### src/rtl/tet_pkg.sv
// ----------------------------------------------------------------------------
// Terminal tokenizer package
// Token layout, token kinds, byte codes and small helper functions.
// ----------------------------------------------------------------------------
package tet_pkg;

  localparam logic [2:0] KIND_GRAPHIC = 3'd0;
  localparam logic [2:0] KIND_CONTROL = 3'd1;
  localparam logic [2:0] KIND_ESC     = 3'd2;
  localparam logic [2:0] KIND_CSI     = 3'd3;
  localparam logic [2:0] KIND_PARAM   = 3'd4;
  localparam logic [2:0] KIND_STRING  = 3'd5;

  localparam logic [1:0] STR_NONE  = 2'd0;
  localparam logic [1:0] STR_OSC   = 2'd1;
  localparam logic [1:0] STR_DCS   = 2'd2;
  localparam logic [1:0] STR_OTHER = 2'd3;

  localparam logic [7:0] B_BS   = 8'h08;
  localparam logic [7:0] B_TAB  = 8'h09;
  localparam logic [7:0] B_LF   = 8'h0a;
  localparam logic [7:0] B_CR   = 8'h0d;
  localparam logic [7:0] B_BEL  = 8'h07;
  localparam logic [7:0] B_CAN  = 8'h18;
  localparam logic [7:0] B_SUB  = 8'h1a;
  localparam logic [7:0] B_ESC  = 8'h1b;
  localparam logic [7:0] B_DEL  = 8'h7f;
  localparam logic [7:0] B_CSI  = 8'h5b;  // '['
  localparam logic [7:0] B_OSC  = 8'h5d;  // ']'
  localparam logic [7:0] B_DCS  = 8'h50;  // 'P'
  localparam logic [7:0] B_SOS  = 8'h58;  // 'X'
  localparam logic [7:0] B_PM   = 8'h5e;  // '^'
  localparam logic [7:0] B_APC  = 8'h5f;  // '_'
  localparam logic [7:0] B_G0   = 8'h28;
  localparam logic [7:0] B_G1   = 8'h29;
  localparam logic [7:0] B_G2   = 8'h2a;
  localparam logic [7:0] B_G3   = 8'h2b;
  localparam logic [7:0] B_RIS  = 8'h63;  // 'c'
  localparam logic [7:0] B_ST   = 8'h5c;  // backslash
  localparam logic [7:0] B_SEMI = 8'h3b;
  localparam logic [7:0] B_COLON = 8'h3a;
  localparam logic [7:0] B_ZERO = 8'h30;
  localparam logic [7:0] B_NINE = 8'h39;
  localparam logic [7:0] B_INTERM_ALL = 8'hff;

  localparam logic [20:0] CP_REPLACE = 21'h00fffd;
  localparam logic [20:0] CP_MAX     = 21'h10ffff;
  localparam logic [20:0] CP_SUR_LO  = 21'h00d800;
  localparam logic [20:0] CP_SUR_HI  = 21'h00dfff;
  localparam logic [13:0] PARAM_SAT  = 14'd9999;

  typedef struct packed {
    logic [2:0]  kind;
    logic [20:0] symbol;
    logic [7:0]  marker;
    logic [7:0]  inter;
    logic [4:0]  total;
    logic [13:0] value;
    logic [7:0]  sep;
    logic [1:0]  stype;
    logic        send;
    logic        sover;
  } tok_t;

  function automatic tok_t mk_tok(logic [2:0] kind, logic [20:0] sym);
    tok_t t;
    t        = '0;
    t.kind   = kind;
    t.symbol = sym;
    return t;
  endfunction

  function automatic logic is_zero_width(logic [20:0] cp);
    return (cp == 21'h200b) || (cp == 21'h200c) || (cp == 21'h200d) ||
           (cp == 21'hfe0e) || (cp == 21'hfe0f);
  endfunction

endpackage

### src/rtl/tet_in_if.sv
// ----------------------------------------------------------------------------
// Tokenizer input channel
// Valid/ready channel that carries one stream byte per beat.
// ----------------------------------------------------------------------------
interface tet_in_if;
  logic       valid;
  logic       ready;
  logic [7:0] in_byte;

  modport source (output valid, output in_byte, input ready);
  modport sink (input valid, input in_byte, output ready);
endinterface

### src/rtl/tet_out_if.sv
// ----------------------------------------------------------------------------
// Tokenizer result channel
// Valid/ready channel that carries one token per beat.
// ----------------------------------------------------------------------------
interface tet_out_if;
  logic        valid;
  logic        ready;
  logic [2:0]  token_kind;
  logic [20:0] symbol;
  logic [7:0]  marker_byte;
  logic [7:0]  intermediate_byte;
  logic [4:0]  param_total;
  logic [13:0] param_value;
  logic [7:0]  param_separator;
  logic [1:0]  string_type;
  logic        string_end;
  logic        string_overflowed;
  logic        last;

  modport source (output valid, output token_kind, output symbol, output marker_byte,
                  output intermediate_byte, output param_total, output param_value,
                  output param_separator, output string_type, output string_end,
                  output string_overflowed, output last, input ready);
  modport sink (input valid, input token_kind, input symbol, input marker_byte,
                input intermediate_byte, input param_total, input param_value,
                input param_separator, input string_type, input string_end,
                input string_overflowed, input last, output ready);
endinterface

### src/rtl/terminal_escape_sequence_tokenizer.sv
// ----------------------------------------------------------------------------
// Terminal escape sequence tokenizer
// Turns a terminal byte stream into graphic, control, escape, CSI, parameter
// and string tokens.
// ----------------------------------------------------------------------------
// One byte is taken per beat on the input channel and turned into zero, one or
// more tokens on the result channel; the final token of each byte carries last.
// A byte is accepted whenever the parser is idle and the output register is
// empty or being drained. A byte that breaks a UTF-8 sequence can cause two
// tokens (a replacement character and the token of the byte itself), and the
// second is sent from its own state, in which no byte is accepted. A CSI final
// byte emits the dispatch token and then one token per collected parameter;
// the parameters sit in a small synchronous memory with a registered read
// port, so each parameter is first read (S_PRD) and then emitted (S_PEMIT),
// and no byte is accepted during the run. Parameters are written to the
// memory only when they are closed by a separator or by the final byte, so
// the memory needs no clearing pass and no valid bits: every entry below the
// parameter count has been written during the current sequence.
// ----------------------------------------------------------------------------
module terminal_escape_sequence_tokenizer #(
  parameter int MAX_PARAMETERS  = 16,
  parameter int STRING_CAPACITY = 64
) (
  input  logic         clk,
  input  logic         rst_n,
  tet_in_if.sink       in_bus,
  tet_out_if.source    out_bus
);

  localparam int IDX_W = $clog2(MAX_PARAMETERS + 1);
  localparam int AW    = (MAX_PARAMETERS > 1) ? $clog2(MAX_PARAMETERS) : 1;
  localparam int LEN_W = $clog2(STRING_CAPACITY + 1);
  localparam logic [IDX_W-1:0] IDX_MAX = IDX_W'(MAX_PARAMETERS);
  localparam logic [LEN_W-1:0] LEN_MAX = LEN_W'(STRING_CAPACITY);

  typedef enum logic [2:0] {
    M_GROUND, M_ESCAPE, M_CHARSET, M_CSI, M_STRING, M_STRING_ESC
  } mode_t;

  typedef enum logic [1:0] {S_IDLE, S_EXTRA, S_PRD, S_PEMIT} state_t;

  // Parameter memory entry: value and the separator that preceded it.
  typedef struct packed {
    logic [13:0] value;
    logic [7:0]  sep;
  } pent_t;

  pent_t mem [MAX_PARAMETERS];
  pent_t rd_data_r;
  logic          mem_we;
  logic [AW-1:0] mem_waddr;
  pent_t         mem_wdata;

  state_t state_r, state_nxt;
  mode_t  mode_r, mode_nxt;
  logic [20:0] acc_r, acc_nxt;
  logic [16:0] floor_r, floor_nxt;
  logic [1:0]  pend_r, pend_nxt;
  logic [IDX_W-1:0] pidx_r, pidx_nxt;
  logic        popen_r, popen_nxt;
  logic [13:0] cval_r, cval_nxt;
  logic [7:0]  csep_r, csep_nxt;
  logic [7:0]  psep_r, psep_nxt;
  logic [7:0]  priv_r, priv_nxt;
  logic [7:0]  inter_r, inter_nxt;
  logic [1:0]  sclass_r, sclass_nxt;
  logic [LEN_W-1:0] slen_r, slen_nxt;
  logic        sover_r, sover_nxt;
  logic [IDX_W-1:0] cnt_r, cnt_nxt;
  logic [IDX_W-1:0] total_r, total_nxt;
  tet_pkg::tok_t extra_r, extra_nxt;
  tet_pkg::tok_t otok_r, otok_nxt;
  logic        olast_r, olast_nxt;
  logic        ovalid_r, ovalid_nxt;

  logic out_free;
  logic accept;
  logic [7:0] b;

  // Ground handling of a byte with no UTF-8 sequence open.
  logic g0_esc, g0_tv, g0_lead;
  tet_pkg::tok_t g0_tok;
  logic [20:0] g0_acc;
  logic [16:0] g0_floor;
  logic [1:0]  g0_pend;

  assign out_free     = !ovalid_r || out_bus.ready;
  assign in_bus.ready = (state_r == S_IDLE) && out_free;
  assign accept       = in_bus.valid && in_bus.ready;
  assign b            = in_bus.in_byte;

  always_comb begin
    g0_esc   = 1'b0;
    g0_tv    = 1'b0;
    g0_lead  = 1'b0;
    g0_tok   = '0;
    g0_acc   = '0;
    g0_floor = '0;
    g0_pend  = '0;
    if (!b[7]) begin
      if (b == tet_pkg::B_ESC) begin
        g0_esc = 1'b1;
      end else if (b == tet_pkg::B_LF || b == tet_pkg::B_CR ||
                   b == tet_pkg::B_BS || b == tet_pkg::B_TAB) begin
        g0_tv  = 1'b1;
        g0_tok = tet_pkg::mk_tok(tet_pkg::KIND_CONTROL, {13'd0, b});
      end else if (b >= 8'h20 && b != tet_pkg::B_DEL) begin
        g0_tv  = 1'b1;
        g0_tok = tet_pkg::mk_tok(tet_pkg::KIND_GRAPHIC, {13'd0, b});
      end
    end else if (b >= 8'hc2 && b <= 8'hdf) begin
      g0_lead  = 1'b1;
      g0_acc   = {16'd0, b[4:0]};
      g0_floor = 17'h00080;
      g0_pend  = 2'd1;
    end else if (b >= 8'he0 && b <= 8'hef) begin
      g0_lead  = 1'b1;
      g0_acc   = {17'd0, b[3:0]};
      g0_floor = 17'h00800;
      g0_pend  = 2'd2;
    end else if (b >= 8'hf0 && b <= 8'hf4) begin
      g0_lead  = 1'b1;
      g0_acc   = {18'd0, b[2:0]};
      g0_floor = 17'h10000;
      g0_pend  = 2'd3;
    end else begin
      g0_tv  = 1'b1;
      g0_tok = tet_pkg::mk_tok(tet_pkg::KIND_GRAPHIC, tet_pkg::CP_REPLACE);
    end
  end

  // Main next-state logic.
  logic          t1v, t2v, disp;
  tet_pkg::tok_t t1, t2;
  logic [20:0]   cp_new;
  logic [16:0]   dig_sum;
  logic          cp_ok;
  pent_t         fin_ent;

  always_comb begin
    state_nxt  = state_r;
    mode_nxt   = mode_r;
    acc_nxt    = acc_r;
    floor_nxt  = floor_r;
    pend_nxt   = pend_r;
    pidx_nxt   = pidx_r;
    popen_nxt  = popen_r;
    cval_nxt   = cval_r;
    csep_nxt   = csep_r;
    psep_nxt   = psep_r;
    priv_nxt   = priv_r;
    inter_nxt  = inter_r;
    sclass_nxt = sclass_r;
    slen_nxt   = slen_r;
    sover_nxt  = sover_r;
    cnt_nxt    = cnt_r;
    total_nxt  = total_r;
    extra_nxt  = extra_r;
    otok_nxt   = otok_r;
    olast_nxt  = olast_r;
    ovalid_nxt = ovalid_r && !out_bus.ready;
    t1v        = 1'b0;
    t2v        = 1'b0;
    disp       = 1'b0;
    t1         = '0;
    t2         = '0;
    mem_we     = 1'b0;
    mem_waddr  = pidx_r[AW-1:0];
    cp_new     = {acc_r[14:0], b[5:0]};
    cp_ok      = (cp_new >= {4'd0, floor_r}) && (cp_new <= tet_pkg::CP_MAX) &&
                 !(cp_new >= tet_pkg::CP_SUR_LO && cp_new <= tet_pkg::CP_SUR_HI);
    dig_sum    = {cval_r, 3'd0} + {2'd0, cval_r, 1'b0} + {13'd0, b[3:0]};
    fin_ent.value = popen_r ? cval_r : 14'd0;
    fin_ent.sep   = popen_r ? csep_r : psep_r;
    mem_wdata  = fin_ent;

    case (state_r)
      S_IDLE: begin
        if (accept) begin
          case (mode_r)
            M_GROUND: begin
              if (pend_r != 2'd0) begin
                if (b[7:6] != 2'b10) begin
                  // Broken sequence: replacement, then the byte on its own.
                  t1v = 1'b1;
                  t1  = tet_pkg::mk_tok(tet_pkg::KIND_GRAPHIC, tet_pkg::CP_REPLACE);
                  t2v = g0_tv;
                  t2  = g0_tok;
                  acc_nxt   = g0_acc;
                  floor_nxt = g0_floor;
                  pend_nxt  = g0_pend;
                  if (g0_esc) begin
                    mode_nxt = M_ESCAPE;
                  end
                end else if (pend_r == 2'd1) begin
                  acc_nxt   = '0;
                  floor_nxt = '0;
                  pend_nxt  = '0;
                  t1 = tet_pkg::mk_tok(tet_pkg::KIND_GRAPHIC,
                                       cp_ok ? cp_new : tet_pkg::CP_REPLACE);
                  t1v = !tet_pkg::is_zero_width(t1.symbol);
                end else begin
                  acc_nxt  = cp_new;
                  pend_nxt = pend_r - 2'd1;
                end
              end else begin
                t1v = g0_tv;
                t1  = g0_tok;
                if (g0_lead) begin
                  acc_nxt   = g0_acc;
                  floor_nxt = g0_floor;
                  pend_nxt  = g0_pend;
                end
                if (g0_esc) begin
                  mode_nxt = M_ESCAPE;
                end
              end
            end
            M_ESCAPE: begin
              mode_nxt = M_GROUND;
              if (b == tet_pkg::B_CSI) begin
                mode_nxt  = M_CSI;
                pidx_nxt  = '0;
                popen_nxt = 1'b0;
                cval_nxt  = '0;
                csep_nxt  = '0;
                psep_nxt  = '0;
                priv_nxt  = '0;
                inter_nxt = '0;
              end else if (b == tet_pkg::B_OSC || b == tet_pkg::B_DCS ||
                           b == tet_pkg::B_SOS || b == tet_pkg::B_PM ||
                           b == tet_pkg::B_APC) begin
                mode_nxt   = M_STRING;
                slen_nxt   = '0;
                sover_nxt  = 1'b0;
                sclass_nxt = (b == tet_pkg::B_OSC) ? tet_pkg::STR_OSC :
                             (b == tet_pkg::B_DCS) ? tet_pkg::STR_DCS :
                             tet_pkg::STR_OTHER;
              end else if (b == tet_pkg::B_G0 || b == tet_pkg::B_G1 ||
                           b == tet_pkg::B_G2 || b == tet_pkg::B_G3) begin
                inter_nxt = b;
                mode_nxt  = M_CHARSET;
              end else if (b == tet_pkg::B_ESC) begin
                mode_nxt = M_ESCAPE;
              end else begin
                t1v = 1'b1;
                t1  = tet_pkg::mk_tok(tet_pkg::KIND_ESC, {13'd0, b});
                if (b == tet_pkg::B_RIS) begin
                  // Full reset of the parser state.
                  pidx_nxt   = '0;
                  popen_nxt  = 1'b0;
                  cval_nxt   = '0;
                  csep_nxt   = '0;
                  psep_nxt   = '0;
                  priv_nxt   = '0;
                  inter_nxt  = '0;
                  acc_nxt    = '0;
                  floor_nxt  = '0;
                  pend_nxt   = '0;
                  sclass_nxt = tet_pkg::STR_NONE;
                  slen_nxt   = '0;
                  sover_nxt  = 1'b0;
                end
              end
            end
            M_CHARSET: begin
              inter_nxt = '0;
              if (b == tet_pkg::B_ESC) begin
                mode_nxt = M_ESCAPE;
              end else begin
                mode_nxt = M_GROUND;
                t1v      = 1'b1;
                t1       = tet_pkg::mk_tok(tet_pkg::KIND_ESC, {13'd0, b});
                t1.inter = inter_r;
              end
            end
            M_CSI: begin
              if (b == tet_pkg::B_ESC) begin
                mode_nxt = M_ESCAPE;
              end else if (b == tet_pkg::B_CAN || b == tet_pkg::B_SUB) begin
                mode_nxt = M_GROUND;
              end else if (b >= tet_pkg::B_ZERO && b <= tet_pkg::B_NINE &&
                           inter_r == 8'd0) begin
                if (!popen_r) begin
                  csep_nxt = psep_r;
                end
                popen_nxt = 1'b1;
                if (pidx_r < IDX_MAX) begin
                  cval_nxt = (dig_sum > {3'd0, tet_pkg::PARAM_SAT}) ?
                             tet_pkg::PARAM_SAT : dig_sum[13:0];
                end
              end else if ((b == tet_pkg::B_SEMI || b == tet_pkg::B_COLON) &&
                           inter_r == 8'd0) begin
                if (pidx_r < IDX_MAX) begin
                  mem_we   = 1'b1;
                  pidx_nxt = pidx_r + 1'b1;
                end
                popen_nxt = 1'b0;
                cval_nxt  = '0;
                psep_nxt  = b;
              end else if (b >= 8'h3c && b <= 8'h3f && pidx_r == '0 && !popen_r &&
                           priv_r == 8'd0 && inter_r == 8'd0) begin
                priv_nxt = b;
              end else if (b >= 8'h20 && b <= 8'h2f) begin
                inter_nxt = (inter_r == 8'd0) ? b : tet_pkg::B_INTERM_ALL;
              end else if (b >= 8'h40 && b <= 8'h7e) begin
                total_nxt = pidx_r;
                if (popen_r || pidx_r != '0) begin
                  popen_nxt = 1'b0;
                  cval_nxt  = '0;
                  if (pidx_r < IDX_MAX) begin
                    mem_we    = 1'b1;
                    // An empty trailing parameter has no separator of its own.
                    mem_wdata.sep = popen_r ? csep_r : 8'd0;
                    pidx_nxt  = pidx_r + 1'b1;
                    total_nxt = pidx_r + 1'b1;
                  end
                end
                disp      = 1'b1;
                t1v       = 1'b1;
                t1        = tet_pkg::mk_tok(tet_pkg::KIND_CSI, {13'd0, b});
                t1.marker = priv_r;
                t1.inter  = inter_r;
                t1.total  = 5'(total_nxt);
                mode_nxt  = M_GROUND;
              end else if (b < 8'h30 || b > 8'h3f) begin
                mode_nxt = M_GROUND;
              end
            end
            M_STRING_ESC: begin
              if (b == tet_pkg::B_ST) begin
                t1v       = 1'b1;
                t1        = tet_pkg::mk_tok(tet_pkg::KIND_STRING, {13'd0, b});
                t1.stype  = sclass_r;
                t1.send   = 1'b1;
                t1.sover  = sover_r;
                sclass_nxt = tet_pkg::STR_NONE;
                slen_nxt   = '0;
                sover_nxt  = 1'b0;
                mode_nxt   = M_GROUND;
              end else if (b != tet_pkg::B_ESC) begin
                mode_nxt = M_STRING;
              end
            end
            M_STRING: begin
              if ((sclass_r == tet_pkg::STR_OSC && b == tet_pkg::B_BEL) ||
                  b == tet_pkg::B_CAN || b == tet_pkg::B_SUB) begin
                t1v       = 1'b1;
                t1        = tet_pkg::mk_tok(tet_pkg::KIND_STRING, {13'd0, b});
                t1.stype  = sclass_r;
                t1.send   = 1'b1;
                t1.sover  = (b == tet_pkg::B_BEL) ? sover_r : 1'b1;
                sclass_nxt = tet_pkg::STR_NONE;
                slen_nxt   = '0;
                sover_nxt  = 1'b0;
                mode_nxt   = M_GROUND;
              end else if (b == tet_pkg::B_ESC) begin
                mode_nxt = M_STRING_ESC;
              end else if (slen_r < LEN_MAX) begin
                t1v      = 1'b1;
                t1       = tet_pkg::mk_tok(tet_pkg::KIND_STRING, {13'd0, b});
                t1.stype = sclass_r;
                slen_nxt = slen_r + 1'b1;
              end else begin
                sover_nxt = 1'b1;
              end
            end
            default: begin
              mode_nxt = M_GROUND;
            end
          endcase

          if (t1v) begin
            ovalid_nxt = 1'b1;
            otok_nxt   = t1;
            olast_nxt  = !t2v && !(disp && total_nxt != '0);
          end
          if (t2v) begin
            extra_nxt = t2;
            state_nxt = S_EXTRA;
          end else if (disp && total_nxt != '0) begin
            cnt_nxt   = '0;
            state_nxt = S_PRD;
          end
        end
      end
      S_EXTRA: begin
        if (out_free) begin
          ovalid_nxt = 1'b1;
          otok_nxt   = extra_r;
          olast_nxt  = 1'b1;
          state_nxt  = S_IDLE;
        end
      end
      S_PRD: begin
        state_nxt = S_PEMIT;
      end
      S_PEMIT: begin
        if (out_free) begin
          ovalid_nxt     = 1'b1;
          otok_nxt       = '0;
          otok_nxt.kind  = tet_pkg::KIND_PARAM;
          otok_nxt.value = rd_data_r.value;
          otok_nxt.sep   = rd_data_r.sep;
          olast_nxt      = (cnt_r + 1'b1 == total_r);
          cnt_nxt        = cnt_r + 1'b1;
          state_nxt      = (cnt_r + 1'b1 == total_r) ? S_IDLE : S_PRD;
        end
      end
      default: begin
        state_nxt = S_IDLE;
      end
    endcase
  end

  // Parameter memory: one write port, one registered read port.
  always_ff @(posedge clk) begin
    if (mem_we) begin
      mem[mem_waddr] <= mem_wdata;
    end
    if (state_r == S_PRD) begin
      rd_data_r <= mem[cnt_r[AW-1:0]];
    end
  end

  always_ff @(posedge clk) begin
    if (!rst_n) begin
      state_r  <= S_IDLE;
      mode_r   <= M_GROUND;
      acc_r    <= '0;
      floor_r  <= '0;
      pend_r   <= '0;
      pidx_r   <= '0;
      popen_r  <= 1'b0;
      cval_r   <= '0;
      csep_r   <= '0;
      psep_r   <= '0;
      priv_r   <= '0;
      inter_r  <= '0;
      sclass_r <= tet_pkg::STR_NONE;
      slen_r   <= '0;
      sover_r  <= 1'b0;
      cnt_r    <= '0;
      total_r  <= '0;
      ovalid_r <= 1'b0;
    end else begin
      state_r  <= state_nxt;
      mode_r   <= mode_nxt;
      acc_r    <= acc_nxt;
      floor_r  <= floor_nxt;
      pend_r   <= pend_nxt;
      pidx_r   <= pidx_nxt;
      popen_r  <= popen_nxt;
      cval_r   <= cval_nxt;
      csep_r   <= csep_nxt;
      psep_r   <= psep_nxt;
      priv_r   <= priv_nxt;
      inter_r  <= inter_nxt;
      sclass_r <= sclass_nxt;
      slen_r   <= slen_nxt;
      sover_r  <= sover_nxt;
      cnt_r    <= cnt_nxt;
      total_r  <= total_nxt;
      ovalid_r <= ovalid_nxt;
    end
    extra_r <= extra_nxt;
    otok_r  <= otok_nxt;
    olast_r <= olast_nxt;
  end

  assign out_bus.valid             = ovalid_r;
  assign out_bus.token_kind        = otok_r.kind;
  assign out_bus.symbol            = otok_r.symbol;
  assign out_bus.marker_byte       = otok_r.marker;
  assign out_bus.intermediate_byte = otok_r.inter;
  assign out_bus.param_total       = otok_r.total;
  assign out_bus.param_value       = otok_r.value;
  assign out_bus.param_separator   = otok_r.sep;
  assign out_bus.string_type       = otok_r.stype;
  assign out_bus.string_end        = otok_r.send;
  assign out_bus.string_overflowed = otok_r.sover;
  assign out_bus.last              = olast_r;

  // The parameter count never passes the memory depth.
  a_pidx_bound: assert property (@(posedge clk) disable iff (!rst_n)
    pidx_r <= IDX_MAX)
    else $error("parameter index beyond capacity");

  // A UTF-8 sequence is only ever open in ground mode.
  a_utf8_ground: assert property (@(posedge clk) disable iff (!rst_n)
    pend_r != 2'd0 |-> mode_r == M_GROUND)
    else $error("open UTF-8 sequence outside ground mode");

  // A parameter beat is emitted only after its memory read, with no other state between.
  a_param_read: assert property (@(posedge clk) disable iff (!rst_n)
    state_r == S_PEMIT |-> $past(state_r) == S_PRD || $past(state_r) == S_PEMIT)
    else $error("parameter emitted without a read");

  // The parameter run never reads past the collected count.
  a_cnt_bound: assert property (@(posedge clk) disable iff (!rst_n)
    state_r == S_PRD |-> cnt_r < total_r)
    else $error("parameter read beyond count");

endmodule
### src/flat_wrapper.sv
// flat-port wrapper written by rule: the top's interface ports become plain ports
module terminal_escape_sequence_tokenizer_flat 
#(
  parameter int MAX_PARAMETERS  = 16,
  parameter int STRING_CAPACITY = 64
)
  (clk, rst_n, in_bus_valid, in_bus_in_byte, in_bus_ready, out_bus_valid, out_bus_token_kind, out_bus_symbol, out_bus_marker_byte, out_bus_intermediate_byte, out_bus_param_total, out_bus_param_value, out_bus_param_separator, out_bus_string_type, out_bus_string_end, out_bus_string_overflowed, out_bus_last, out_bus_ready);
  tet_in_if in_bus_i ();
  tet_out_if out_bus_i ();
  input  logic clk;
  input  logic rst_n;
  input wire logic [$bits(in_bus_i.valid)-1:0] in_bus_valid;
  input wire logic [$bits(in_bus_i.in_byte)-1:0] in_bus_in_byte;
  output wire logic [$bits(in_bus_i.ready)-1:0] in_bus_ready;
  output wire logic [$bits(out_bus_i.valid)-1:0] out_bus_valid;
  output wire logic [$bits(out_bus_i.token_kind)-1:0] out_bus_token_kind;
  output wire logic [$bits(out_bus_i.symbol)-1:0] out_bus_symbol;
  output wire logic [$bits(out_bus_i.marker_byte)-1:0] out_bus_marker_byte;
  output wire logic [$bits(out_bus_i.intermediate_byte)-1:0] out_bus_intermediate_byte;
  output wire logic [$bits(out_bus_i.param_total)-1:0] out_bus_param_total;
  output wire logic [$bits(out_bus_i.param_value)-1:0] out_bus_param_value;
  output wire logic [$bits(out_bus_i.param_separator)-1:0] out_bus_param_separator;
  output wire logic [$bits(out_bus_i.string_type)-1:0] out_bus_string_type;
  output wire logic [$bits(out_bus_i.string_end)-1:0] out_bus_string_end;
  output wire logic [$bits(out_bus_i.string_overflowed)-1:0] out_bus_string_overflowed;
  output wire logic [$bits(out_bus_i.last)-1:0] out_bus_last;
  input wire logic [$bits(out_bus_i.ready)-1:0] out_bus_ready;
  assign in_bus_i.valid = in_bus_valid;
  assign in_bus_i.in_byte = in_bus_in_byte;
  assign in_bus_ready = in_bus_i.ready;
  assign out_bus_valid = out_bus_i.valid;
  assign out_bus_token_kind = out_bus_i.token_kind;
  assign out_bus_symbol = out_bus_i.symbol;
  assign out_bus_marker_byte = out_bus_i.marker_byte;
  assign out_bus_intermediate_byte = out_bus_i.intermediate_byte;
  assign out_bus_param_total = out_bus_i.param_total;
  assign out_bus_param_value = out_bus_i.param_value;
  assign out_bus_param_separator = out_bus_i.param_separator;
  assign out_bus_string_type = out_bus_i.string_type;
  assign out_bus_string_end = out_bus_i.string_end;
  assign out_bus_string_overflowed = out_bus_i.string_overflowed;
  assign out_bus_last = out_bus_i.last;
  assign out_bus_i.ready = out_bus_ready;
  terminal_escape_sequence_tokenizer #(.MAX_PARAMETERS(MAX_PARAMETERS), .STRING_CAPACITY(STRING_CAPACITY)) u_core (.clk(clk), .rst_n(rst_n), .in_bus(in_bus_i), .out_bus(out_bus_i));
endmodule
### config.mk
export PLATFORM = sky130hd
export DESIGN_NAME = terminal_escape_sequence_tokenizer_flat
export DESIGN_NICKNAME = d
export VERILOG_FILES = /design/src/rtl/tet_pkg.sv /design/src/rtl/tet_in_if.sv /design/src/rtl/tet_out_if.sv /design/src/rtl/terminal_escape_sequence_tokenizer.sv /design/src/flat_wrapper.sv
export SDC_FILE = /design/constraint.sdc
export NUM_CORES = 1
export LEC_CHECK = 0
export ABC_AREA = 1
export BUFFER_PORTS_ARGS = -buffer_cell sky130_fd_sc_hd__buf_2
export CORE_MARGIN = 5
export CORE_UTILIZATION = 25
export CTS_CLUSTER_SIZE = 16
export DETAILED_ROUTE_END_ITERATION = 16
export PLACE_DENSITY = 0.4
export SLEW_MARGIN = 25
export SYNTH_ARGS = -nofsm -noshare
export SYNTH_HDL_FRONTEND = slang
export SYNTH_SLANG_ARGS = --single-unit
export TNS_END_PERCENT = 10
### constraint.sdc
create_clock -name clk -period 10.2 [get_ports clk]
set_input_delay 0 -clock clk [delete_from_list [all_inputs] [get_ports clk]]
set_output_delay 0 -clock clk [all_outputs]
set_load 0.01 [all_outputs]
======== Word level (Yosys, flattened, before mapping) ========
Memory sizes are Yosys's and may differ from the RTL's. A register that Yosys moved wholly into a read port is not among the register bits.
Index checks and enable logic that the tools add are counted.
word-level totals
  flip-flop bits (word level) ............. 255
  bits in writable memories ............... 352
  logic and storage cells ................. 546
  memories kept ........................... 1
cells by class
  add/subtract/negate cells ............... 6
  magnitude comparators ................... 23
  eq/ne operators ......................... 94
  muxes and demuxes ....................... 298
  reduce and logical (&&, ||, !) cells .... 85
memory list
  name        words  bits a word  read ports  clocked after memory_dff  wr ports  RTL line                                  source
  u_core.mem  16     22           1           1                         1         terminal_escape_sequence_tokenizer.sv:48  pent_t mem [MAX_PARAMETERS];
operators by type and width
  kind                  number
  $mux 71               24
  $pmux 71 s6           1
  $mux 8                41
  $mux 14               16
  $mux 17               13
  $pmux 71 s3           1
  $mux 70               3
  $mux 15               11
  $mux 5                28
  $mux 1                84
  $mux 68               1
  $eq 8x7->1 const B    8
  $eq 21x14->1 const B  3
  $mux 63               1
  $mux 7                9
  $mux 3                19
  $mux 54               1
  $reduce_and 10->1     5
  $eq 8x6->1 const B    6
  $mux 2                24
  $pmux 8 s2            3
  $eq 21x16->1 const B  2
  $pmux 17 s2           1
  $eq 8x4->1 const B    4
  73 further kinds      197

======== Logic depth before layout (Yosys ltp) ========
Gate-level depths: netlist of the first run.
  word-level depth ........................ 21
  depth in mapped cells ................... 20
  depth with buffers taken out ............ 19

======== Worst setup path after synthesis of the first run ========
Ideal clock, no wire load.
  path type ............................... reg-to-reg
  from .................................... reg u_core.floor_r[16]
  to ...................................... reg u_core.otok_r (netlist bit u_core.out_bus.intermediate_byte[0]) (enable)
  library setup time ...................... 0.426 ns
  arrival time ............................ 3.011 ns
  slack ................................... 6.763 ns
  stages on the path, launching flop included .. 16
  buffers on the path ..................... 0
  path through ............................ dfxtp_1 -> inv_1 -> ha_1 -> a21oi_1 -> o21ai_0 -> nor2_1 -> nand3_1 -> nand3_1 -> nor2_1 -> nand3_1 -> a21oi_1 -> nand2_1 -> nand2_1 -> nand2_1 -> o21ai_0 -> inv_1
between the ends
  cells in the longest elaborated chain, start to end .. 18
RTL lines
  item                               RTL line                                   source
  start, declared                    terminal_escape_sequence_tokenizer.sv:57   logic [16:0] floor_r, floor_nxt;
  start signal, assigned             terminal_escape_sequence_tokenizer.sv:450  floor_r <= floor_nxt;
  $ge 21x17->1 *                     terminal_escape_sequence_tokenizer.sv:170  cp_ok = (cp_new >= {4'd0, floor_r}) && (cp_new <= tet_pkg::CP_MAX) &&
  $logic_and 1x1->1 * (2 in series)  terminal_escape_sequence_tokenizer.sv:170
  $mux 21 *                          terminal_escape_sequence_tokenizer.sv:200  cp_ok ? cp_new : tet_pkg::CP_REPLACE);
  $eq 21x14->1                       tet_pkg.sv:74                              return (cp == 21'h200b) || (cp == 21'h200c) || (cp == 21'h200d) ||
  $logic_or 1x1->1 (3 in series)     tet_pkg.sv:74
  $logic_or 1x1->1 *                 tet_pkg.sv:75                              (cp == 21'hfe0e) || (cp == 21'hfe0f);
  $logic_not 1->1 *                  terminal_escape_sequence_tokenizer.sv:201  t1v = !tet_pkg::is_zero_width(t1.symbol);
  $mux 1 *                           terminal_escape_sequence_tokenizer.sv:195  end else if (pend_r == 2'd1) begin
  $mux 1 *                           terminal_escape_sequence_tokenizer.sv:183  if (b[7:6] != 2'b10) begin
  $mux 1 *                           terminal_escape_sequence_tokenizer.sv:182  if (pend_r != 2'd0) begin
  $pmux 1 s6 *                       terminal_escape_sequence_tokenizer.sv:180  case (mode_r)
  $mux 1 *                           terminal_escape_sequence_tokenizer.sv:179  if (accept) begin
  $mux 1 *                           terminal_escape_sequence_tokenizer.sv:177  case (state_r)
  $ne 2x2->1 (no line) *             n/a
  $reduce_and 5->1 (no line) *       n/a
  end signal, assigned               terminal_escape_sequence_tokenizer.sv:467  otok_r <= otok_nxt;
  end, declared                      terminal_escape_sequence_tokenizer.sv:72   tet_pkg::tok_t otok_r, otok_nxt;
Every way passes the cells marked *; elsewhere a longest branch is shown, timed or not. The select of a mux whose other input is x is not followed.
A chain may end at the register's enable or synchronous reset.

======== Final worst setup path of the first run ========
  from .................................... reg u_core.acc_r[5]
  to ...................................... reg u_core.otok_r (netlist bit u_core.out_bus.param_value[5]) (enable)
between the ends
  cells in the longest elaborated chain, start to end .. 19
RTL lines
  item                                          RTL line                                   source
  start, declared                               terminal_escape_sequence_tokenizer.sv:56   logic [20:0] acc_r, acc_nxt;
  start signal, assigned                        terminal_escape_sequence_tokenizer.sv:449  acc_r <= acc_nxt;
  $ge 21x16->1 or $le 21x16->1 (tied branches)  terminal_escape_sequence_tokenizer.sv:171  !(cp_new >= tet_pkg::CP_SUR_LO && cp_new <= tet_pkg::CP_SUR_HI);
  $logic_and 1x1->1                             terminal_escape_sequence_tokenizer.sv:171
  $logic_not 1->1                               terminal_escape_sequence_tokenizer.sv:171
  $logic_and 1x1->1                             terminal_escape_sequence_tokenizer.sv:170
  $mux 21 *                                     terminal_escape_sequence_tokenizer.sv:200
  $eq 21x14->1                                  tet_pkg.sv:74
  $logic_or 1x1->1 (3 in series)                tet_pkg.sv:74
  $logic_or 1x1->1 *                            tet_pkg.sv:75
  $logic_not 1->1 *                             terminal_escape_sequence_tokenizer.sv:201
  $mux 1 *                                      terminal_escape_sequence_tokenizer.sv:195
  $mux 1 *                                      terminal_escape_sequence_tokenizer.sv:183
  $mux 1 *                                      terminal_escape_sequence_tokenizer.sv:182
  $pmux 1 s6 *                                  terminal_escape_sequence_tokenizer.sv:180
  $mux 1 *                                      terminal_escape_sequence_tokenizer.sv:179
  $mux 1 *                                      terminal_escape_sequence_tokenizer.sv:177
  $ne 2x2->1 (no line) *                        n/a
  $reduce_and 5->1 (no line) *                  n/a
Marked as above.

==> results of run 1 <==
-- cell families (layout without fill, tap and decap cells) --
| group | after synthesis | in the layout | synth area share, % |
|---|---|---|---|
| flops | 553 | 553 | 64.5 |
| compound gates | 533 | 533 | 13.0 |
| xor+xnor | 18 | 18 | 0.650 |
| buf+inv | 323 | 463 | 5.07 |
| simple gates | 838 | 838 | 14.7 |
| fa+ha+maj | 40 | 40 | 2.13 |
-- power by group through the flow --
stage               Clock [mW]  Combinational [mW]  Sequential, mW
CTS                       2.36               0.780            2.67
finish                    2.29               0.767            2.67
detailed placement           0               0.771            2.72
global placement             0               0.775            2.72
floorplan                    0               0.428            2.76
global route              2.45               0.854            2.69
-- layout make-up --
class / count / area, sq um
clock buffers: 88 / 1780
clock inverters: 31 / 308
fillers: 10100 / 68000
inverters: 218 / 828
multi-input cells: 1429 / 7490
flip-flops and latches: 553 / 15600
well taps: 1276 / 1600
repair buffers: 126 / 764
-- Yosys cell counts, drive strengths merged --
| master | n |
|---|---|
| edfxtp | 455 |
| nor2 | 372 |
| nand2 | 287 |
| o21ai | 263 |
| inv | 214 |
| a21oi | 110 |
| nand3 | 99 |
| dfxtp | 98 |
| clkbuf | 91 |
| o221ai | 70 |
| nor3 | 51 |
| ha | 38 |
| o211ai | 26 |
| o22ai | 22 |
| nand4 | 18 |
| xor2 | 15 |
| buf | 14 |
| a31oi | 13 |
| a211oi | 11 |
| o21a | 5 |
| or2 | 5 |
| clkinv | 4 |
| o2111ai | 4 |
| xnor2 | 3 |
| a22oi | 2 |
| fa | 2 |
| nand3b | 2 |
| nor3b | 2 |
| a2111oi | 1 |
| a21boi | 1 |
| a221oi | 1 |
| a22o | 1 |
| a32o | 1 |
| a41o | 1 |
| and3 | 1 |
| nor4 | 1 |
| o31ai | 1 |
-- metal layers --
layer / vias to the layer above / share of wire, % / GRT usage, %
met5: - / 0 / 0
met4: 0 / 2.0 / 3.29
met3: 97 / 4.2 / 2.20
met2: 386 / 49 / 23.0
met1: 8549 / 45 / 18.1
li1: 8342 / - / -
-- how the worst max path moves through the flow --
stage | end | cells after the start
3_3_place_gp | u_core.out_bus.param_value[7]$_DFFE_PP_ | 17
2_1_floorplan | u_core.out_bus.intermediate_byte[0]$_DFFE_PP_ | 15
3_5_place_dp | u_core.mem[1][16]$_DFFE_PP_ | 7
4_1_cts | u_core.out_bus.param_value[2]$_DFFE_PP_ | 17
6_report | u_core.out_bus.param_value[5]$_DFFE_PP_ | 17
5_1_grt | u_core.out_bus.param_value[7]$_DFFE_PP_ | 17
-- state kept, by name, indices dropped and copies added (netlist names), 9 cells and up --
name,count
u_core.out_bus.symbol,21
u_core.rd_data_r,22
u_core.out_bus.param_value,14
u_core.extra_r,9
u_core.acc_r,15
u_core.cval_r,14
u_core.mem,352
-- timing repair --
item                       4_1_cts  5_1_grt
setup endpoints to repair        0        0
hold buffers                    11        0
gates resized for setup          0        0
hold endpoints to repair        37        0
-- worst max-delay path, stage by stage, from the launching register on --
cell,delay [ps]
dfxtp_1,350
ha_1,290
inv_1,40
nor2_1,160
nand2_1,80
nor2_1,100
nand3_1,70
nand3_1,110
nand3_1,270
nor2_1,220
nand3_1,90
a21oi_1,220
nand2_1,80
nand2_1,80
nand2_1,80
o21ai_0,220
clkinv_2,560
buf_4,540
-- metrics by stage --
stage	total power [mW]	cell area, sq um
floorplan	3.19	24200
global placement	3.49	26200
detailed placement	3.49	26200
CTS	5.81	28400
global route	5.99	28400
finish	5.73	28400
==> impl_summary.log, run 1 <==
INFO  metric ys_warn_count = 0
INFO  metric power.net_switching = between 1.5 and 2 mW
INFO  metric postLayoutCoreUtil = 29.4%
INFO  metric global_route.usage.total = 13.5%
INFO  metric chipWidth = ~320 um
INFO  metric worst_pin_slew = slightly above 1000 ps
INFO  metric power.density = approximately 200 mW/mm^2
INFO  metric cts_inserted_buffers = 66
INFO  metric cts_post_setup_buffers_inserted = 0
INFO  metric internal_power = ~4.2 mW
INFO  metric post_synth_instance_area = 0.0242 sq mm
INFO  metric floorplan.initialDensity = 25.1%
INFO  metric dr.pass1.iters = 5
INFO  metric final_period_demand_of_the_worst_path = 3940 ps
INFO  metric critical_path.startpoint = u_core.acc_r[5]$_SDFFE_PN0P_
INFO  metric setup_viol = 0
INFO  metric share_comb_of_total_power = 13.4%
INFO  metric drt.antenna.violating_nets = 0
INFO  metric cp.required = between 10000 and 15000 ps
INFO  metric whs_path_depth = 6
INFO  metric dieArea = a little over 0.1 sq mm
INFO  metric route.vias.total = 17.4k
INFO  metric chip_height = 321 um
INFO  metric number_of_global_route_vias_before_repair = roughly 17k
INFO  metric placement.io_buffers = 85
INFO  metric post_layout_nonfiller_instances = about 3.7k
INFO  metric clock_root_buffer = clkbuf_16
INFO  metric cts_tree = done
INFO  metric synthCells = between 2k and 2.5k
INFO  metric crit_arrival = approximately 4200 ps
INFO  metric r2r_slack = between 6000 and 7000 ps
INFO  metric antenna_violations_before_repair = 0
INFO  metric ctsLongestPathBuffers = 3
INFO  metric post_synth_main_area_contributors = edfxtp_1 (56%), dfxtp_1 (8.1%), nor2_1 (5.6%)
INFO  metric grt.overflow.total = 0
INFO  metric dr.first_iter.drc_count = approximately 1.3k
INFO  metric synth.distinct_cells = 55
INFO  metric worst_hold_path.endpoint = u_core.sclass_r[1]$_SDFFE_PN0P_
INFO  metric final_layout_size_suffix_gt1_share = 12.1%
INFO  metric diodes = 0
INFO  metric report.final.slew_viol_count = 0
INFO  metric power_frac_clock = between 40% and 50%
INFO  metric synthToLayoutAreaGrowth = 17.1%
INFO  metric netlist.area_leader.share = a little under three fifths
INFO  metric layout_worst_path_cycle_share = 38.6%
INFO  metric switching_share = around 27%
INFO  metric seq_area_frac_synth = around 64%
INFO  metric final_hold_viols = 0
INFO  metric slew_headroom = between 30% and 40%
INFO  metric gpl.final_weighted_congestion = ~0.86
INFO  metric final_common_cell = edfxtp_1
INFO  metric boundaryPins = 86
INFO  metric insertion_delay = roughly 600 ps
INFO  metric wire_length_of_the_first_global_routing_pass = between 100000 and 150000 um
INFO  metric power.sequential.fraction = between 40% and 50%
INFO  metric post_drt_wl_per_cell = approximately 19 um
INFO  metric max_ir_drop_vdd = 0.116 mV
INFO  metric ys_ff_latch = 553
INFO  metric maxClockFrequency = between 200 and 300 MHz
INFO  metric timing_worst_setup_path_type = reg2reg
INFO  metric cts_sinks = roughly 550
INFO  metric nNetsFinal = 2446
INFO  metric ff2ff_path_depth = 17
INFO  metric design.core.area = around 0.096 sq mm
INFO  metric crit-reg2reg-capture = u_core.out_bus.param_value[5]$_DFFE_PP_
INFO  metric hold_slack = ~43 ps
INFO  metric result_of_the_run = completed
INFO  metric worstHoldStart = in_bus_in_byte[6]
INFO  metric timing.setup.tns = 0 ps
INFO  metric setup.worst_path.end_class = flip-flop
INFO  metric post-route-worst-setup-slack = between 6000 and 7000 ps
INFO  metric detailed_place_hpwl = between 40000 and 50000 um
INFO  metric wirelength = just over 70000 um
INFO  metric route.detailed.vias_per_inst = 4.67
INFO  metric startpoint_type = flip-flop
INFO  metric final.setup_skew = 17.1 ps
INFO  metric grt_max_degree = 101
INFO  metric clkTransAtPathRegs = 60 ps
INFO  metric max_capacitance_violation_total = 0
INFO  metric mostFrequentLayoutCells = edfxtp_1 (455), nor2_1 (342), nand2_1 (278), o21ai_0 (254), inv_1 (184)
INFO  metric worst_r2r_startpoint = u_core.acc_r[5]$_SDFFE_PN0P_
INFO  metric synth_fp_nets = 2357
INFO  metric post_synth.cell_area_avg = roughly 11 sq um
INFO  metric dp.cells = 3591
INFO  metric cp_max_fo = 37
INFO  metric fp-row-count = between 100 and 150
INFO  metric placement.setup.worst_slack = ~6300 ps
INFO  metric power.leakage = approximately 10 nW
INFO  metric yosys.area.top_type = edfxtp_1
INFO  metric grt_setup_unrepaired = false
INFO  metric hold_path_class = in2reg
INFO  metric post-route-drc-count = 0
INFO  metric cts_htree_levels = 3
(Power assumes the default switching activity.)
==> run 2, diff against run 1 <==
- clock period: 10.2 -> 3.8 ns (I/O delays scaled with it)
==> run 2 against run 1 <==
Effect of this change:
- clock skew rose by 16 ps
- final area rose by 0.59%
- worst hold slack improved by 270 ps
- fmax rose by 19%
- critical endpoint is now u_core.out_bus.param_value[7]$_DFFE_PP_
- largest cell class unchanged
- final cell count rose by 0.83%
- core utilization rose by 0.17 points
- sequential power rose to 2.7 times the previous value
- global-route usage rose by 0.18 points
==> impl_summary.log, run 2 (synthesis gave the netlist of run 1 again) <==
INFO  metric result_of_the_run = completed (unchanged)
INFO  metric dr.pass1.iters = 6 (was 5)
INFO  metric route.detailed.vias_per_inst = 4.69 (was 4.67)
INFO  metric dp.cells = 3619 (was 3591)
INFO  metric global_route.usage.total = 13.7% (was 13.5%)
INFO  metric boundaryPins = 86 (unchanged)
INFO  metric crit_chain = ha_1 > inv_1 > nor2_1 > nand2_1 > nor2_1 > nand3_1 > nand3_1 > nand3_1 > nor2_1 > nand3_1 > a21oi_1 > nand2_1 > nand2_1 > nand2_1 > o21ai_0 > clkinv_2 > buf_12 (was ha_1 > inv_1 > nor2_1 > nand2_1 > nor2_1 > nand3_1 > nand3_1 > nand3_1 > nor2_1 > nand3_1 > a21oi_1 > nand2_1 > nand2_1 > nand2_1 > o21ai_0 > clkinv_2 > buf_4)
INFO  metric final.setup_skew = 33.3 ps (was 17.1 ps)
INFO  metric final_layout_size_suffix_gt1_share = 12.8% (was 12.1%)
INFO  metric startpoint_type = flip-flop (unchanged)
INFO  metric largest_register_ffs = 352 (unchanged)
INFO  metric timing.setup.tns = 0 ps (unchanged)
INFO  metric share_comb_of_total_power = 13.7% (was 13.4%)
INFO  metric floorplan.initialDensity = 25.1% (unchanged)
INFO  metric cpLargestDelayFamily = simple AND/OR/NAND/NOR gates (unchanged)
INFO  metric switching_share = 27.3% (was 26.9%)
INFO  metric route.vias.total = 17.6k (was 17.4k)
INFO  metric chip_height = 321 um (unchanged)
INFO  metric clock_root_buffer = clkbuf_16 (unchanged)
INFO  metric cts_sinks = 553 (unchanged)
INFO  metric hold_path_class = in2reg (unchanged)
INFO  metric postLayoutCellArea = 0.0286 sq mm (was 0.0284 sq mm)
INFO  metric timing_worst_setup_path_type = reg2reg (unchanged)
INFO  metric dr.first_iter.drc_count = 1250 (was 1318)
INFO  metric num-fill-cells = 10.0k (was 10.1k)
INFO  metric grt.overflow.total = 0 (unchanged)
INFO  metric setup.worst_path.end_class = flip-flop (unchanged)
INFO  metric power.leakage = 10.6 nW (was 10.5 nW)
INFO  metric maxClockFrequency = 302 MHz (was 254 MHz)
INFO  metric wire_length_of_the_first_global_routing_pass = 110000 um (was 109000 um)
INFO  metric design.core.area = 0.0964 sq mm (unchanged)
INFO  metric fp-row-count = 114 (unchanged)
INFO  metric chipWidth = 321 um (unchanged)
INFO  metric postCtsResizedCells = 0 (unchanged)
INFO  metric crit_arrival = 3650 ps (was 4210 ps)
INFO  metric critPathBufInv = 3 (unchanged)
INFO  metric gpl.final_weighted_congestion = 0.849 (was 0.863)
INFO  metric cts_inserted_buffers = 66 (unchanged)
INFO  metric diodes = 0 (unchanged)
INFO  metric ff_latch_area = 0.0156 sq mm (unchanged)
INFO  metric cts_htree_levels = 3 (unchanged)
INFO  metric power_frac_clock = 39.1% (was 40.0%)
INFO  metric insertion_delay = 620 ps (was 600 ps)
INFO  metric mostFrequentLayoutCells = edfxtp_1 (455), nor2_1 (342), nand2_1 (278), o21ai_0 (254), inv_1 (184) (unchanged)
INFO  metric worst_pin_slew = 1050 ps (was 1030 ps)
INFO  metric post_drt_wl_per_cell = 19.2 um (about the same)
INFO  metric detailed_place_hpwl = 44700 um (was 44800 um)
INFO  metric postCtsHoldBufs = 12 (was 11)
INFO  metric cts_tree = done (unchanged)
INFO  metric slew_headroom = 30.0% (was 30.9%)
INFO  metric dieArea = 0.103 sq mm (unchanged)
INFO  metric synthToLayoutAreaGrowth = 17.8% (was 17.1%)
INFO  metric cp_max_fo = 25 (was 37)
INFO  metric post-route-drc-count = 0 (unchanged)
INFO  metric report.final.slew_viol_count = 0 (unchanged)
INFO  metric wirelength = 72100 um (was 71500 um)
INFO  metric power.sequential.fraction = 47.2% (was 46.6%)
INFO  metric layout_worst_path_cycle_share = 87.1% (was 38.6%)
INFO  metric antenna_violations_before_repair = 0 (unchanged)
INFO  metric post-route-worst-setup-slack = 491 ps (was 6260 ps)
INFO  metric max_capacitance_violation_total = 0 (unchanged)
INFO  metric cp.required = 4140 ps (was 10470 ps)
INFO  metric placement.io_buffers = 85 (unchanged)
INFO  metric grt_setup_unrepaired = false (unchanged)
INFO  metric postPlaceCellArea = 0.0264 sq mm (was 0.0262 sq mm)
INFO  metric power.density = 532 mW/mm^2 (was 202 mW/mm^2)
INFO  metric power.net_switching = 4.16 mW (was 1.54 mW)
INFO  metric clkTransAtPathRegs = 60 ps (about the same)
INFO  metric placement.setup.worst_slack = 500 ps (was 6260 ps)
INFO  metric crit_slowest_cell = dfxtp_1 (was clkinv_2)
INFO  metric registers.top_by_ff_count = u_core.mem (unchanged)
INFO  metric final_hold_viols = 0 (unchanged)
INFO  metric setup_viol = 0 (unchanged)
INFO  metric internal_power = 11.0 mW (was 4.18 mW)
INFO  metric multi_input_area = 0.00745 sq mm (was 0.00749 sq mm)
INFO  metric drt.antenna.violating_nets = 0 (unchanged)
INFO  metric number_of_global_route_vias_before_repair = 17.6k (was 17.3k)
INFO  metric critPathMaxStageDelay = 350 ps (was 560 ps)
INFO  metric cts_post_setup_buffers_inserted = 0 (unchanged)
INFO  metric grt_max_degree = 177 (was 101)
INFO  metric nNetsFinal = 2475 (was 2446)
INFO  metric ctsLongestPathBuffers = 3 (unchanged)
INFO  metric post_layout_nonfiller_instances = 3752 (was 3721)
INFO  metric final_common_cell = edfxtp_1 (unchanged)
INFO  metric final_period_demand_of_the_worst_path = 3310 ps (was 3940 ps)
INFO  metric max_ir_drop_vdd = 0.319 mV (was 0.116 mV)
==> run 2: cell count changes in the layout (fill, tap and decap cells not counted), moves of 2 or more <==
cell       previous run  this run
a31oi_1               7        13
clkinv_2              7        11
inv_6                 5         1
clkbuf_1             19        22
clkbuf_8              2         0
clkinv_16             0         2
buf_4                29        55
buf_12                0         3
a31oi_2               6         0
bufinv_16             5         1
==> run 2: worst reg2reg max path, cell delays in order, from the launching register on <==
cell and delay [ps]:
dfxtp_1 350, ha_1 290, inv_1 30, nor2_1 150, nand2_1 70, nor2_1 110
nand3_1 80, nand3_1 100, nand3_1 260, nor2_1 220, nand3_1 90, a21oi_1 200
nand2_1 70, nand2_1 60, nand2_1 90, o21ai_0 240, clkinv_2 290, buf_12 260
==> run 2: power by group through the flow <==
stage          logic [mW]  registers [mW]  clock network, mW
6_report             2.08            7.17               5.95
5_1_grt              2.34            7.21               6.43
4_1_cts              2.12            7.18               6.15
3_5_place_dp         2.10            7.30                  0
3_3_place_gp         2.10            7.30                  0
2_1_floorplan        1.15            7.41                  0
==> run 2: routing by layer <==
| metal | routed length, um | up-vias | track usage [%] |
|---|---|---|---|
| li1 | - | 8406 | - |
| met1 | 32600 | 8666 | 18.0 |
| met2 | 35000 | 412 | 23.5 |
| met3 | 2870 | 105 | 2.23 |
| met4 | 1640 | 0 | 3.88 |
| met5 | 0 | - | 0 |
==> run 2: worst paths after layout <==
kind | endpoint | slack (ps) | from | depth (start not counted)
worst max-delay path | u_core.out_bus.param_value[7]$_DFFE_PP_ | 490 | u_core.acc_r[5]$_SDFFE_PN0P_ | 17
worst max register to register | u_core.out_bus.param_value[7]$_DFFE_PP_ | 490 | u_core.acc_r[5]$_SDFFE_PN0P_ | 17
worst min register to register | u_core.psep_r[2]$_SDFFE_PN0P_ | 440 | u_core.psep_r[2]$_SDFFE_PN0P_ | 2
worst min-delay path | u_core.acc_r[0]$_SDFFE_PN0P_ | 320 | in_bus_in_byte[0] | 4
==> run 2: stage by stage <==
step	total power, mW	hold slack, ps	utilization, %
2_1_floorplan	8.56	143	-
3_3_place_gp	9.40	383	27.4
3_5_place_dp	9.40	396	27.4
4_1_cts	15.5	276	29.6
5_1_grt	16.0	305	29.6
6_report	15.2	316	29.6
==> run 2: cell type report <==
type,instances,area share (%)
sequential,553,54.7
multi-input combinational,1429,26.1
clock buffer,90,6.25
tap,1276,5.59
timing repair buffer,155,3.57
inverter,218,2.89
clock inverter,31,0.898
